File: src/rtl/core/base64_byte_stream_encoder_defines.svh
// Assertion macros shared by the encoder's RTL files.
// Each macro samples on the rising edge of clk and is disabled during rst.
`ifndef BASE64_BYTE_STREAM_ENCODER_DEFINES_SVH
`define BASE64_BYTE_STREAM_ENCODER_DEFINES_SVH

// Same-cycle implication.
`define B64_ASSERT_IMPLIES(label, ante, cons) \
  label: assert property (@(posedge clk) disable iff (rst) (ante) |-> (cons)) \
    else $error("implication check failed");

// Next-cycle implication.
`define B64_ASSERT_NEXT(label, ante, cons) \
  label: assert property (@(posedge clk) disable iff (rst) (ante) |=> (cons)) \
    else $error("next-cycle check failed");

`endif

File: src/rtl/core/b64enc_pkg.sv
package b64enc_pkg;

  // Default depth of the queue between the front and the back end.
  localparam int QUEUE_DEPTH = 4;

  // Position within the current three-byte group.
  typedef enum logic [1:0] {
    PH_ZERO = 2'd0,
    PH_ONE  = 2'd1,
    PH_TWO  = 2'd2
  } group_phase_t;

  // One classified byte: one or two sextets to emit.
  typedef struct packed {
    logic [5:0] first_sextet;
    logic [5:0] second_sextet;
    logic       two_chars;
    logic       last;
  } group_entry_t;

  localparam logic [6:0] ASCII_UPPER_A = 7'd65;
  localparam logic [6:0] ASCII_LOWER_A = 7'd97;
  localparam logic [6:0] ASCII_ZERO    = 7'd48;
  localparam logic [6:0] ASCII_PLUS    = 7'd43;
  localparam logic [6:0] ASCII_SLASH   = 7'd47;

  // Standard base64 alphabet lookup.
  function automatic logic [6:0] sextet_to_ascii(input logic [5:0] v);
    logic [6:0] result;
    if (v < 6'd26) begin
      result = ASCII_UPPER_A + {1'b0, v};
    end else if (v < 6'd52) begin
      result = ASCII_LOWER_A + {1'b0, v} - 7'd26;
    end else if (v < 6'd62) begin
      result = ASCII_ZERO + {1'b0, v} - 7'd52;
    end else if (v == 6'd62) begin
      result = ASCII_PLUS;
    end else begin
      result = ASCII_SLASH;
    end
    return result;
  endfunction

endpackage

File: src/rtl/core/b64enc_front.sv
module b64enc_front (
  input  logic                     clk,
  input  logic                     rst,
  input  logic                     accept,
  input  logic [7:0]               data_byte,
  input  logic                     final_byte,
  output b64enc_pkg::group_entry_t entry
);
  import b64enc_pkg::*;

  group_phase_t group_phase, group_phase_next;
  logic [3:0]   carry_bits, carry_bits_next;

  always_ff @(posedge clk) begin
    if (rst) begin
      group_phase <= PH_ZERO;
      carry_bits  <= 4'd0;
    end else if (accept) begin
      group_phase <= group_phase_next;
      carry_bits  <= carry_bits_next;
    end
  end

  // Next state of the group tracker. A final byte always restarts the group.
  always_comb begin
    unique case (group_phase)
      PH_ONE: begin
        group_phase_next = PH_TWO;
        carry_bits_next  = data_byte[3:0];
      end
      PH_TWO: begin
        group_phase_next = PH_ZERO;
        carry_bits_next  = 4'd0;
      end
      default: begin
        group_phase_next = PH_ONE;
        carry_bits_next  = {2'b00, data_byte[1:0]};
      end
    endcase
    if (final_byte) begin
      group_phase_next = PH_ZERO;
      carry_bits_next  = 4'd0;
    end
  end

  // Sextets for this byte; a final byte in a partial group adds a zero-filled flush.
  always_comb begin
    entry.last = final_byte;
    unique case (group_phase)
      PH_ONE: begin
        entry.first_sextet  = {carry_bits[1:0], data_byte[7:4]};
        entry.second_sextet = {data_byte[3:0], 2'b00};
        entry.two_chars     = final_byte;
      end
      PH_TWO: begin
        entry.first_sextet  = {carry_bits, data_byte[7:6]};
        entry.second_sextet = data_byte[5:0];
        entry.two_chars     = 1'b1;
      end
      default: begin
        entry.first_sextet  = data_byte[7:2];
        entry.second_sextet = {data_byte[1:0], 4'b0000};
        entry.two_chars     = final_byte;
      end
    endcase
  end

endmodule

File: src/rtl/core/b64enc_fifo.sv
`include "base64_byte_stream_encoder_defines.svh"

module b64enc_fifo #(
  parameter int Depth = b64enc_pkg::QUEUE_DEPTH
) (
  input  logic                     clk,
  input  logic                     rst,
  input  logic                     wr_en,
  input  b64enc_pkg::group_entry_t wr_data,
  output logic                     full,
  input  logic                     rd_en,
  output b64enc_pkg::group_entry_t rd_data,
  output logic                     empty
);
  import b64enc_pkg::*;

  localparam int PtrWidth   = $clog2(Depth);
  localparam int CountWidth = $clog2(Depth + 1);

  group_entry_t          slots [Depth];
  logic [PtrWidth-1:0]   wr_ptr, rd_ptr;
  logic [CountWidth-1:0] count;
  logic                  do_wr, do_rd;

  assign full  = (count == CountWidth'(Depth));
  assign empty = (count == '0);
  assign do_wr = wr_en && !full;
  assign do_rd = rd_en && !empty;
  assign rd_data = slots[rd_ptr];

  always_ff @(posedge clk) begin
    if (do_wr) begin
      slots[wr_ptr] <= wr_data;
    end
  end

  always_ff @(posedge clk) begin
    if (rst) begin
      wr_ptr <= '0;
      rd_ptr <= '0;
      count  <= '0;
    end else begin
      if (do_wr) begin
        wr_ptr <= (wr_ptr == PtrWidth'(Depth - 1)) ? '0 : wr_ptr + 1'b1;
      end
      if (do_rd) begin
        rd_ptr <= (rd_ptr == PtrWidth'(Depth - 1)) ? '0 : rd_ptr + 1'b1;
      end
      if (do_wr && !do_rd) begin
        count <= count + 1'b1;
      end else if (do_rd && !do_wr) begin
        count <= count - 1'b1;
      end
    end
  end

  `B64_ASSERT_IMPLIES(a_count_bounded, 1'b1, count <= CountWidth'(Depth))
  `B64_ASSERT_NEXT(a_fill_grows, do_wr && !do_rd, !empty)
  `B64_ASSERT_IMPLIES(a_ptrs_match_count, empty || full, wr_ptr == rd_ptr)

endmodule

File: src/rtl/core/b64enc_back.sv
`include "base64_byte_stream_encoder_defines.svh"

module b64enc_back (
  input  logic                     clk,
  input  logic                     rst,
  input  logic                     q_empty,
  input  b64enc_pkg::group_entry_t q_data,
  output logic                     q_rd,
  output logic                     empty,
  input  logic                     pop,
  output logic [6:0]               out_char,
  output logic                     out_last
);
  import b64enc_pkg::*;

  group_entry_t cur_entry;
  logic         cur_valid;
  logic         cur_second;
  logic         finishing;
  logic         load;

  // The held entry is done when its last character is taken.
  assign finishing = pop && cur_valid && (cur_second || !cur_entry.two_chars);
  assign load      = !q_empty && (!cur_valid || finishing);
  assign q_rd      = load;

  always_ff @(posedge clk) begin
    if (load) begin
      cur_entry <= q_data;
    end
  end

  always_ff @(posedge clk) begin
    if (rst) begin
      cur_valid  <= 1'b0;
      cur_second <= 1'b0;
    end else if (load) begin
      cur_valid  <= 1'b1;
      cur_second <= 1'b0;
    end else if (finishing) begin
      cur_valid  <= 1'b0;
      cur_second <= 1'b0;
    end else if (pop && cur_valid) begin
      cur_second <= 1'b1;
    end
  end

  assign empty    = !cur_valid;
  assign out_char = sextet_to_ascii(cur_second ? cur_entry.second_sextet
                                               : cur_entry.first_sextet);
  assign out_last = cur_entry.last && cur_second;

  `B64_ASSERT_IMPLIES(a_second_needs_pair, cur_valid && cur_second, cur_entry.two_chars)
  `B64_ASSERT_NEXT(a_first_then_second, pop && cur_valid && !finishing,
                   cur_valid && cur_second)
  `B64_ASSERT_IMPLIES(a_load_only_when_free, load, !cur_valid || finishing)

endmodule

File: src/rtl/core/base64_byte_stream_encoder.sv
// An accepted byte is written into the queue, then loaded into the back end's held
// entry register, from which its first character can be popped.
// Throughput: one byte per cycle into the queue while it is not full; the back end
// emits one character per cycle while pop is high and it holds an entry. A full group
// of three bytes yields four characters, all through the single character port.
// Reset (rst, synchronous, active high) restarts the group at a triple boundary and
// empties the queue and the output stage.
module base64_byte_stream_encoder #(
  parameter int QueueDepth = b64enc_pkg::QUEUE_DEPTH
) (
  input  logic       clk,
  input  logic       rst,
  input  logic       push,
  output logic       full,
  input  logic [7:0] data_byte,
  input  logic       final_byte,
  output logic       empty,
  input  logic       pop,
  output logic [6:0] out_char,
  output logic       out_last
);
  import b64enc_pkg::*;

  // The front end keeps the group phase and leftover bits, and turns each accepted
  // word into one queue entry carrying one or two sextets plus the last flag.
  group_entry_t front_entry;
  group_entry_t q_data;
  logic         accept;
  logic         q_empty;
  logic         q_rd;

  // A word is taken whenever the queue has room; the queue's full flag is the
  // only backpressure the sender sees.
  assign accept = push && !full;

  b64enc_front u_front (
    .clk        (clk),
    .rst        (rst),
    .accept     (accept),
    .data_byte  (data_byte),
    .final_byte (final_byte),
    .entry      (front_entry)
  );

  // The queue decouples byte intake from character output, so a stalled reader
  // does not stop bytes from arriving until the queue fills.
  b64enc_fifo #(
    .Depth (QueueDepth)
  ) u_fifo (
    .clk     (clk),
    .rst     (rst),
    .wr_en   (accept),
    .wr_data (front_entry),
    .full    (full),
    .rd_en   (q_rd),
    .rd_data (q_data),
    .empty   (q_empty)
  );

  // The back end holds one entry and serializes its sextets through the
  // alphabet table, one character per word on the output side.
  b64enc_back u_back (
    .clk      (clk),
    .rst      (rst),
    .q_empty  (q_empty),
    .q_data   (q_data),
    .q_rd     (q_rd),
    .empty    (empty),
    .pop      (pop),
    .out_char (out_char),
    .out_last (out_last)
  );

endmodule

File: config.mk
export PLATFORM = sky130hd
export DESIGN_NAME = base64_byte_stream_encoder
export DESIGN_NICKNAME = d
export VERILOG_FILES = /design/src/rtl/core/b64enc_pkg.sv /design/src/rtl/core/b64enc_front.sv /design/src/rtl/core/b64enc_fifo.sv /design/src/rtl/core/b64enc_back.sv /design/src/rtl/core/base64_byte_stream_encoder.sv
export VERILOG_INCLUDE_DIRS = /design/src /design/src/rtl/core
export SDC_FILE = /design/constraint.sdc
export NUM_CORES = 1
export LEC_CHECK = 0
export BUFFER_PORTS_ARGS = -buffer_cell sky130_fd_sc_hd__buf_2
export CORE_MARGIN = 2
export CORE_UTILIZATION = 50
export DETAILED_ROUTE_END_ITERATION = 16
export HOLD_SLACK_MARGIN = 0.15
export PLACE_DENSITY = 0.73
export SKIP_CTS_REPAIR_TIMING = 1
export SLEW_MARGIN = 25
export SYNTH_ARGS = -nofsm -noshare
export SYNTH_HDL_FRONTEND = slang
export SYNTH_SLANG_ARGS = --single-unit
File: constraint.sdc
create_clock -name clk -period 4.9 [get_ports clk]
set_input_delay 0.98 -clock clk [delete_from_list [all_inputs] [get_ports clk]]
set_output_delay 0.98 -clock clk [all_outputs]
set_load 0.02 [all_outputs]
==> results of run 1 <==
-- worst max-delay path, delay by kind of cell, from the launching register on --
| kind | cells | cell delay (ns) |
|---|---|---|
| adder cells (fa/ha/maj) | 1 | 0.31 |
| AO/OA/AOI/OAI | 3 | 0.41 |
| multiplexers | 2 | 0.78 |
| flip-flops | 1 | 0.68 |
| buffers and inverters | 2 | 0.36 |
-- cell families (layout without fill, tap and decap cells) --
family,after synthesis,count (layout),share of synthesized area (%)
adders and majority gates,16,16,5.374
buffers and inverters,26,54,2.784
muxes,24,24,11.01
AOI/OAI and AO/OA,58,58,9.388
DFF,85,85,62.16
xor gates and xnor gates,2,2,0.4533
and+or+nand+nor,69,69,8.838
-- routing by layer --
layer	up-vias	routed length (µm)	GRT usage, %	share of wire [%]
li1	1101	-	-	-
met1	1093	2916	20.72	44
met2	54	3363	29.72	51
met3	14	248	4.684	3.7
met4	0	105	6.468	1.6
met5	-	0	0	0
-- how the worst max path moves through the flow --
stage                                        start                      endpoint  slack, ns  depth (start not counted)
floorplan                                      pop  u_fifo.count[2]$_SDFFE_PP0P_       1.77                          9
global placement    u_back.cur_second$_SDFFE_PP0P_                   out_char[3]       1.58                          8
detailed placement  u_back.cur_second$_SDFFE_PP0P_                   out_char[3]       1.45                          8
CTS                 u_back.cur_second$_SDFFE_PP0P_                   out_char[3]       1.05                          8
global route        u_back.cur_second$_SDFFE_PP0P_                   out_char[3]       0.84                          8
finish              u_back.cur_second$_SDFFE_PP0P_                   out_char[3]       1.05                          8
-- report_power, final --
group | switching (mW) | total (mW) | leakage, nW | internal (mW)
clock network | 0.243 | 0.542 | 0.117 | 0.299
logic | 0.541 | 0.942 | 0.617 | 0.401
registers | 0.109 | 1.06 | 0.794 | 0.955
total | 0.893 | 2.55 | 1.53 | 1.65
-- cells in the mapped netlist (7+ instances only) --
master,n,area (µm²)
ha_1,15,187.7
nor2_1,16,60.06
dfxtp_1,15,300.3
o21ai_0,15,75.07
edfxtp_1,70,2102
inv_1,14,52.55
nand2_1,22,82.58
mux2i_1,7,70.07
clkbuf_1,7,26.28
and2_1,10,62.56
a21oi_1,19,95.09
a22oi_1,10,75.07
mux4_2,14,315.3
-- state kept, by name, summed over array words and instances (netlist names) --
name	cells
u_front.carry_bits	4
u_front.group_phase	2
u_back.cur_entry	14
u_fifo.slots	56
u_back.cur_second	1
u_fifo.wr_ptr	2
u_fifo.count	3
u_back.cur_valid	1
u_fifo.rd_ptr	2
-- final cells by class --
| class | instances | area [µm²] | area share, % |
|---|---|---|---|
| Sequential cell | 85 | 2404 | 55.99 |
| Multi-Input combinational cell | 169 | 1355 | 31.57 |
| Clock buffer | 12 | 177.7 | 4.139 |
| Tap cell | 102 | 127.6 | 2.973 |
| Timing Repair Buffer | 23 | 117.6 | 2.740 |
| Inverter | 15 | 58.81 | 1.370 |
| Clock inverter | 4 | 52.55 | 1.224 |
==> summary.txt, run 1 <==
Yosys
  – Seq cells post-synth: 85
  – Mean Syn Cell Area: between 10 and 15 µm²
  – Syn_nets: ~310
  – Post-synth EDFFs: 70
  – Number of synthesis warnings: 0
  – Synth Flop Type: edfxtp_1
  – Syn Std Cell Area: about 3900 µm²
  – Synth cell types: 43
  – Sequential cell area fraction in the yosys report: around 62%
  – Post-synth ARST share: 0%
  – Cell count after synthesis: 280

Placed design
  – IO buf count: 22
  – Placed Area: just over 4000 µm²
  – Dpl cells: between 300 and 400
  – Place WS: roughly 1.5 ns
  – Routability-driven placement congestion ratio: approximately 0.84
  – Final HPWL DP: between 4 and 5 mm

Die
  – Die area: ~8400 µm²
  – Die Height: between 90 and 100 µm
  – Rows: 32
  – Die width: 91.92 µm
  – IO Count: 23
  – Starting Density: between 50% and 60%
  – Core area: 7607 µm²

Global routing
  – GR Overflow Total: 0
  – Initial antenna violation count: 0
  – Vias in the first global route: 2303
  – Total track usage: between 15 and 20%
  – Largest net degree at the start of global routing: 22
  – First-pass GRT wire length: about 11 mm

Timing
  – Final setup margin: about 1.0 ns
  – Slew margin rel.: 49.83%
  – Min Tclk post-route: roughly 3.9 ns
  – RSZ-0062 raised after global routing: no
  – Clk_skew: 0.009945 ns
  – Total negative slack: 0 ns
  – Least-Margin Pin Slew: between 0.7 and 0.8 ns
  – Fin crit share: about four fifths
  – Hold Slack: between 0.4 and 0.5 ns
  – Final setup violation count: 0
  – Highest Clock Rate: about 260 MHz
  – Hold Fails Final Rpt: 0
  – Pins Over Slew Limit: 0

CTS
  – Sink Count: 85
  – Worst-path clk slew: approximately 0.080 ns
  – CTS Root Cell: clkbuf_8
  – Clock Tree Buf Depth: 2
  – CTS buffer count: 9
  – Clk Latency, worst-skew pair: about 0.35 ns
  – Depth of the CTS H-tree: 3
  – TritonCTS clock tree: yes

Worst setup path
  – RR Endpoint: u_fifo.count[2]$_SDFFE_PP0P_
  – Critical-path cell list: mux2i_1 > inv_1 > ha_1 > a21oi_4 > o21ai_2 > mux2_4 > a21oi_2 > buf_2
  – Worst Reg-to-Reg Cells: 9
  – Crit path kind: reg2out
  – Worst Path Required: 3.92 ns
  – Critical Path AT: between 2 and 3 ns
  – Crit path max-delay cell type: dfxtp_1
  – R2R Setup Slk: ~2.3 ns
  – Reg-to-reg startpoint: u_fifo.count[0]$_SDFFE_PP0P_
  – Worst path max stage delay: roughly 0.68 ns
  – Crit end category: output pin
  – CP max FO: 14
  – CP Launch Type: flip-flop

Run
  – Max cap viols: 0

Layout
  – Final Util: approximately 56%
  – Layout cells sized above 1: between 10% and 20%
  – Leading cell types in the layout, fill and taps excluded: edfxtp_1 (70), nand2_1 (22), buf_2 (22), a21oi_1 (19), nor2_1 (16)
  – Most common cell after layout, fill and taps aside: edfxtp_1
  – Final layout net count: between 300 and 400
  – Layout Area Growth over Synthesis: 11.07%
  – Final instance area: around 4300 µm²
  – Inserted Diodes: 0
  – Fillers: between 600 and 700
  – Non-Filler Instances: 410

Route
  – Vias: around 2300
  – Starting DRT DRC Count: ~130
  – Routed WL: roughly 6.6 mm
  – DRC viols: 0
  – Final ANT Viol Nets: 0
  – DR WL/cell: 16.18 µm
  – Avg Vias per Cell: around 5.5
  – Drt first pass iters: 5

Run status
  – Status: finished, final reports clean

Worst hold path
  – Hold WC Path Type: reg2reg
  – Worst Hold Path EP: u_front.carry_bits[3]$_SDFFE_PP0P_
  – Worst Hold Depth: 2
  – Hold path startpoint: u_front.carry_bits[3]$_SDFFE_PP0P_

Power and ir drop
  – Pleak: approximately 1.5 nW
  – PwrDens: 593.5 nW/µm²
  – Maximum resistive drop on vdd: 193.5 µV
  – Total power: 2.548 mW
No activity file was read; power rests on OpenSTA's default activity.
==> run 2, diff against run 1 <==
--- a/config.mk
+++ b/config.mk
@@ -6,12 +6,13 @@
 export SDC_FILE = /design/constraint.sdc
 export NUM_CORES = 1
 export LEC_CHECK = 0
+export ABC_AREA = 1
 export BUFFER_PORTS_ARGS = -buffer_cell sky130_fd_sc_hd__buf_2
 export CORE_MARGIN = 2
 export CORE_UTILIZATION = 50
 export DETAILED_ROUTE_END_ITERATION = 16
 export HOLD_SLACK_MARGIN = 0.15
-export PLACE_DENSITY = 0.73
+export PLACE_DENSITY = 0.72
 export SKIP_CTS_REPAIR_TIMING = 1
 export SLEW_MARGIN = 25
 export SYNTH_ARGS = -nofsm -noshare
==> constraint.sdc (replaced) <==
create_clock -name clk -period 3.8 [get_ports clk]
set_input_delay 0.76 -clock clk [delete_from_list [all_inputs] [get_ports clk]]
set_output_delay 0.76 -clock clk [all_outputs]
set_load 0.02 [all_outputs]
==> run 2 against run 1 <==
  * Sequential share of layout area fell by 2.7 points
  * Sequential cell count did not move
  * Largest cell class unchanged
  * Utilization grew 1.3 points
==> summary.txt, run 2 <==
Timing
  – Total negative slack: 0 ns (unchanged)
  – Highest Clock Rate: ~340 MHz
  – Final setup violation count: 0 (unchanged)
  – Slew margin rel.: 46.00% (-3.8 points)
  – Clk_skew: 0.008563 ns (-0.001382 ns)
  – Hold Fails Final Rpt: 0 (unchanged)
  – Hold Slack: 0.4987 ns (+0.03594 ns)
  – Pins Over Slew Limit: 0 (unchanged)
  – RSZ-0062 raised after global routing: no
  – Final setup margin: 0.8230 ns (-0.2260 ns)
  – Fin crit share: about four fifths
  – Min Tclk post-route: 2.977 ns
  – Least-Margin Pin Slew: 0.8090 ns (+0.05644 ns)

Worst setup path
  – Critical Path AT: 2.22 ns (-0.65 ns)
  – Crit end category: output pin
  – Top Family by Delay on Critical Path: simple AND/OR/NAND/NOR gates
  – Worst path max stage delay: 0.57 ns (-0.11 ns)
  – Crit path max-delay cell type: dfxtp_1
  – Worst Path Required: 3.04 ns (-0.88 ns)
  – CP Launch Type: flip-flop
  – Worst Path Buf+Inv: 3 (+1)
  – Crit path kind: reg2out
  – Critical-path cell list: nand2_1 > nand2_4 > inv_2 > ha_1 > nand3_1 > nand2_1 > nand2_1 > nand2_2 > inv_1 > nand2_1 > nand2_1 > buf_2
  – CP max FO: 8 (-6)
  – Most used cell, CP: nand2_1

Global routing
  – First-pass GRT wire length: 12.54 mm (+13%)
  – Vias in the first global route: 2684 (+17%)
  – GR Overflow Total: 0 (unchanged)
  – Largest net degree at the start of global routing: 32 (+45%)
  – Total track usage: 18.39% (+1.2 points)
  – Initial antenna violation count: 0 (unchanged)

Layout
  – Final layout net count: 457 (+38%)
  – Most common cell after layout, fill and taps aside: edfxtp_1
  – Layout Area Growth over Synthesis: 10.32%
  – Fillers: 660 (+8.6%)
  – Top Registers: u_fifo.slots x56, u_back.cur_entry x14, u_front.carry_bits x4
  – Largest register FFs: 56 (unchanged)
  – Layout cells sized above 1: 16.17% (-3.6 points)
  – Top reg by flops: u_fifo.slots
  – Leading cell types in the layout, fill and taps excluded: edfxtp_1 (70), nand2_1 (57), nor2_1 (50), inv_1 (47), o21ai_0 (41)
  – Inserted Diodes: 0 (unchanged)
  – Non-Filler Instances: 535 (+30%)

Power and ir drop
  – Comb power frac: 44.8% (+7.8 points)
  – Maximum resistive drop on vdd: 336.8 µV (+74%)
  – Clk network pwr share: 17.3% (-4.0 points)
  – Pleak: 1.835 nW (+20%)
  – PwrDens: 807.0 nW/µm² (+36%)
  – Total power: 3.636 mW (+43%)
  – Sw Ratio: 41.33% (+6.3 points)
  – Sequential Power Share: 37.8% (-4.0 points)
  – Pint: 2.133 mW (+29%)
  – Sw power: 1.503 mW (+68%)

Placed design
  – Final HPWL DP: 5.245 mm (+12%)
  – Routability-driven placement congestion ratio: 0.8448 (+0.14%)
  – Place WS: 1.175 ns (-0.2758 ns)
  – IO buf count: 22 (unchanged)
  – Dpl cells: 519 (+32%)

Yosys
  – Syn Std Cell Area: 4084 µm² (+5.7%)
  – Syn_nets: 431 (+39%)
  – Post-synth EDFFs: 70 (unchanged)
  – Number of synthesis warnings: 0 (unchanged)
  – Synth top area cells: edfxtp_1 (51%), dfxtp_1 (7.4%), nand2_1 (5.2%)
  – Synth cell types: 30 (-30%)
  – Sequential cell area fraction in the yosys report: 58.82% (-3.3 points)
  – Synth Flop Type: edfxtp_1
  – Cell count after synthesis: 402 (+44%)
  – Yosys top cell area share: 51.47% (-2.9 points)
  – Post-synth ARST share: 0% (unchanged)
  – Mean Syn Cell Area: 10.16 µm² (-26%)
  – Top-count cell post-synth: edfxtp_1
  – Seq cells post-synth: 85 (unchanged)
  – Synth area leader: edfxtp_1
  – Most common library cells after synthesis: edfxtp_1 (70), nand2_1 (57), nor2_1 (50)

CTS
  – CTS Root Cell: clkbuf_8
  – Clock Tree Buf Depth: 2 (unchanged)
  – Sink Count: 85 (unchanged)
  – TritonCTS clock tree: yes
  – CTS buffer count: 9 (unchanged)
  – Worst-path clk slew: 0.09 ns (about the same)
  – Depth of the CTS H-tree: 3 (unchanged)
  – Clk Latency, worst-skew pair: 0.34 ns (about the same)

Die
  – Die Height: 94.38 µm (+2.7%)
  – Starting Density: 52.31% (+1.5 points)
  – IO Count: 23 (unchanged)
  – Core area: 7807 µm² (+2.6%)
  – Rows: 32 (unchanged)
  – Die width: 94.38 µm (+2.7%)
  – Die area: 8907 µm² (+5.4%)

Run status
  – Status: finished, final reports clean

Route
  – DR WL/cell: 13.90 µm (-14%)
  – Starting DRT DRC Count: 278 (+110%)
  – Final ANT Viol Nets: 0 (unchanged)
  – DRC viols: 0 (unchanged)
  – Vias: 2782 (+23%)
  – Drt first pass iters: 5 (unchanged)
  – Avg Vias per Cell: 5.200 (-5.7%)
  – Routed WL: 7.435 mm (+12%)

Run
  – Max cap viols: 0 (unchanged)

Worst hold path
  – Hold WC Path Type: reg2reg
-- run 2: cell type report --
cell class | count | area, µm² | area share [%]
timing repair buffer | 28 | 155.1 | 3.443
clock buffer | 10 | 127.6 | 2.833
clock inverter | 6 | 72.57 | 1.611
inverter | 52 | 207.7 | 4.610
sequential | 85 | 2402 | 53.32
tap | 102 | 127.6 | 2.833
multi-input combinational | 252 | 1413 | 31.35
-- run 2: through the flow --
step,instance area (µm²),utilization (%)
after floorplan,4084,-
after global placement,4305,55.14
final,4506,57.71
after global routing,4506,57.71
after CTS,4506,57.71
after detailed placement,4305,55.14
-- run 2: worst paths after layout --
kind                                                     start                           end  slack [ns]  cells after the start
worst max-delay path            u_back.cur_second$_SDFFE_PP0P_                   out_char[3]        0.82                     12
worst min-delay path              u_fifo.count[2]$_SDFFE_PP0P_  u_fifo.count[2]$_SDFFE_PP0P_        0.50                      2
worst max register to register    u_fifo.count[0]$_SDFFE_PP0P_  u_fifo.count[2]$_SDFFE_PP0P_        1.45                     12
worst min register to register    u_fifo.count[2]$_SDFFE_PP0P_  u_fifo.count[2]$_SDFFE_PP0P_        0.50                      2
-- run 2: cells by family (layout without fill, tap and decap cells) --
logic type,count (synthesis),count (layout),share of synthesized area [%]
buf+inv,65,96,6.587
simple gates,140,140,16.15
compound gates,92,92,12.50
fa+ha+maj,16,16,5.086
xor+xnor,4,4,0.8578
flops,85,85,58.82
-- run 2: routing by layer --
layer	vias up	track usage (%)	part of all wire, %
li1	1409	-	-
met1	1306	24.45	45
met2	61	30.89	48
met3	6	3.911	5.3
met4	0	4.952	0.89
met5	-	0	0
-- run 2: power by group through the flow --
stage          sequential (mW)  clock (mW)  combinational (mW)
2_1_floorplan             1.37           0                1.26
3_3_place_gp              1.39           0                1.60
3_5_place_dp              1.40           0                1.64
4_1_cts                   1.38       0.641                1.64
5_1_grt                   1.40       0.677                1.85
6_report                  1.38       0.631                1.63
-- run 2: worst min-delay path, delay by kind of cell, from the launching register on --
kind                   cells  cell delay, ns
AO/OA/AOI/OAI              1            0.06
buffers and inverters      1            0.07
flip-flops                 1            0.33
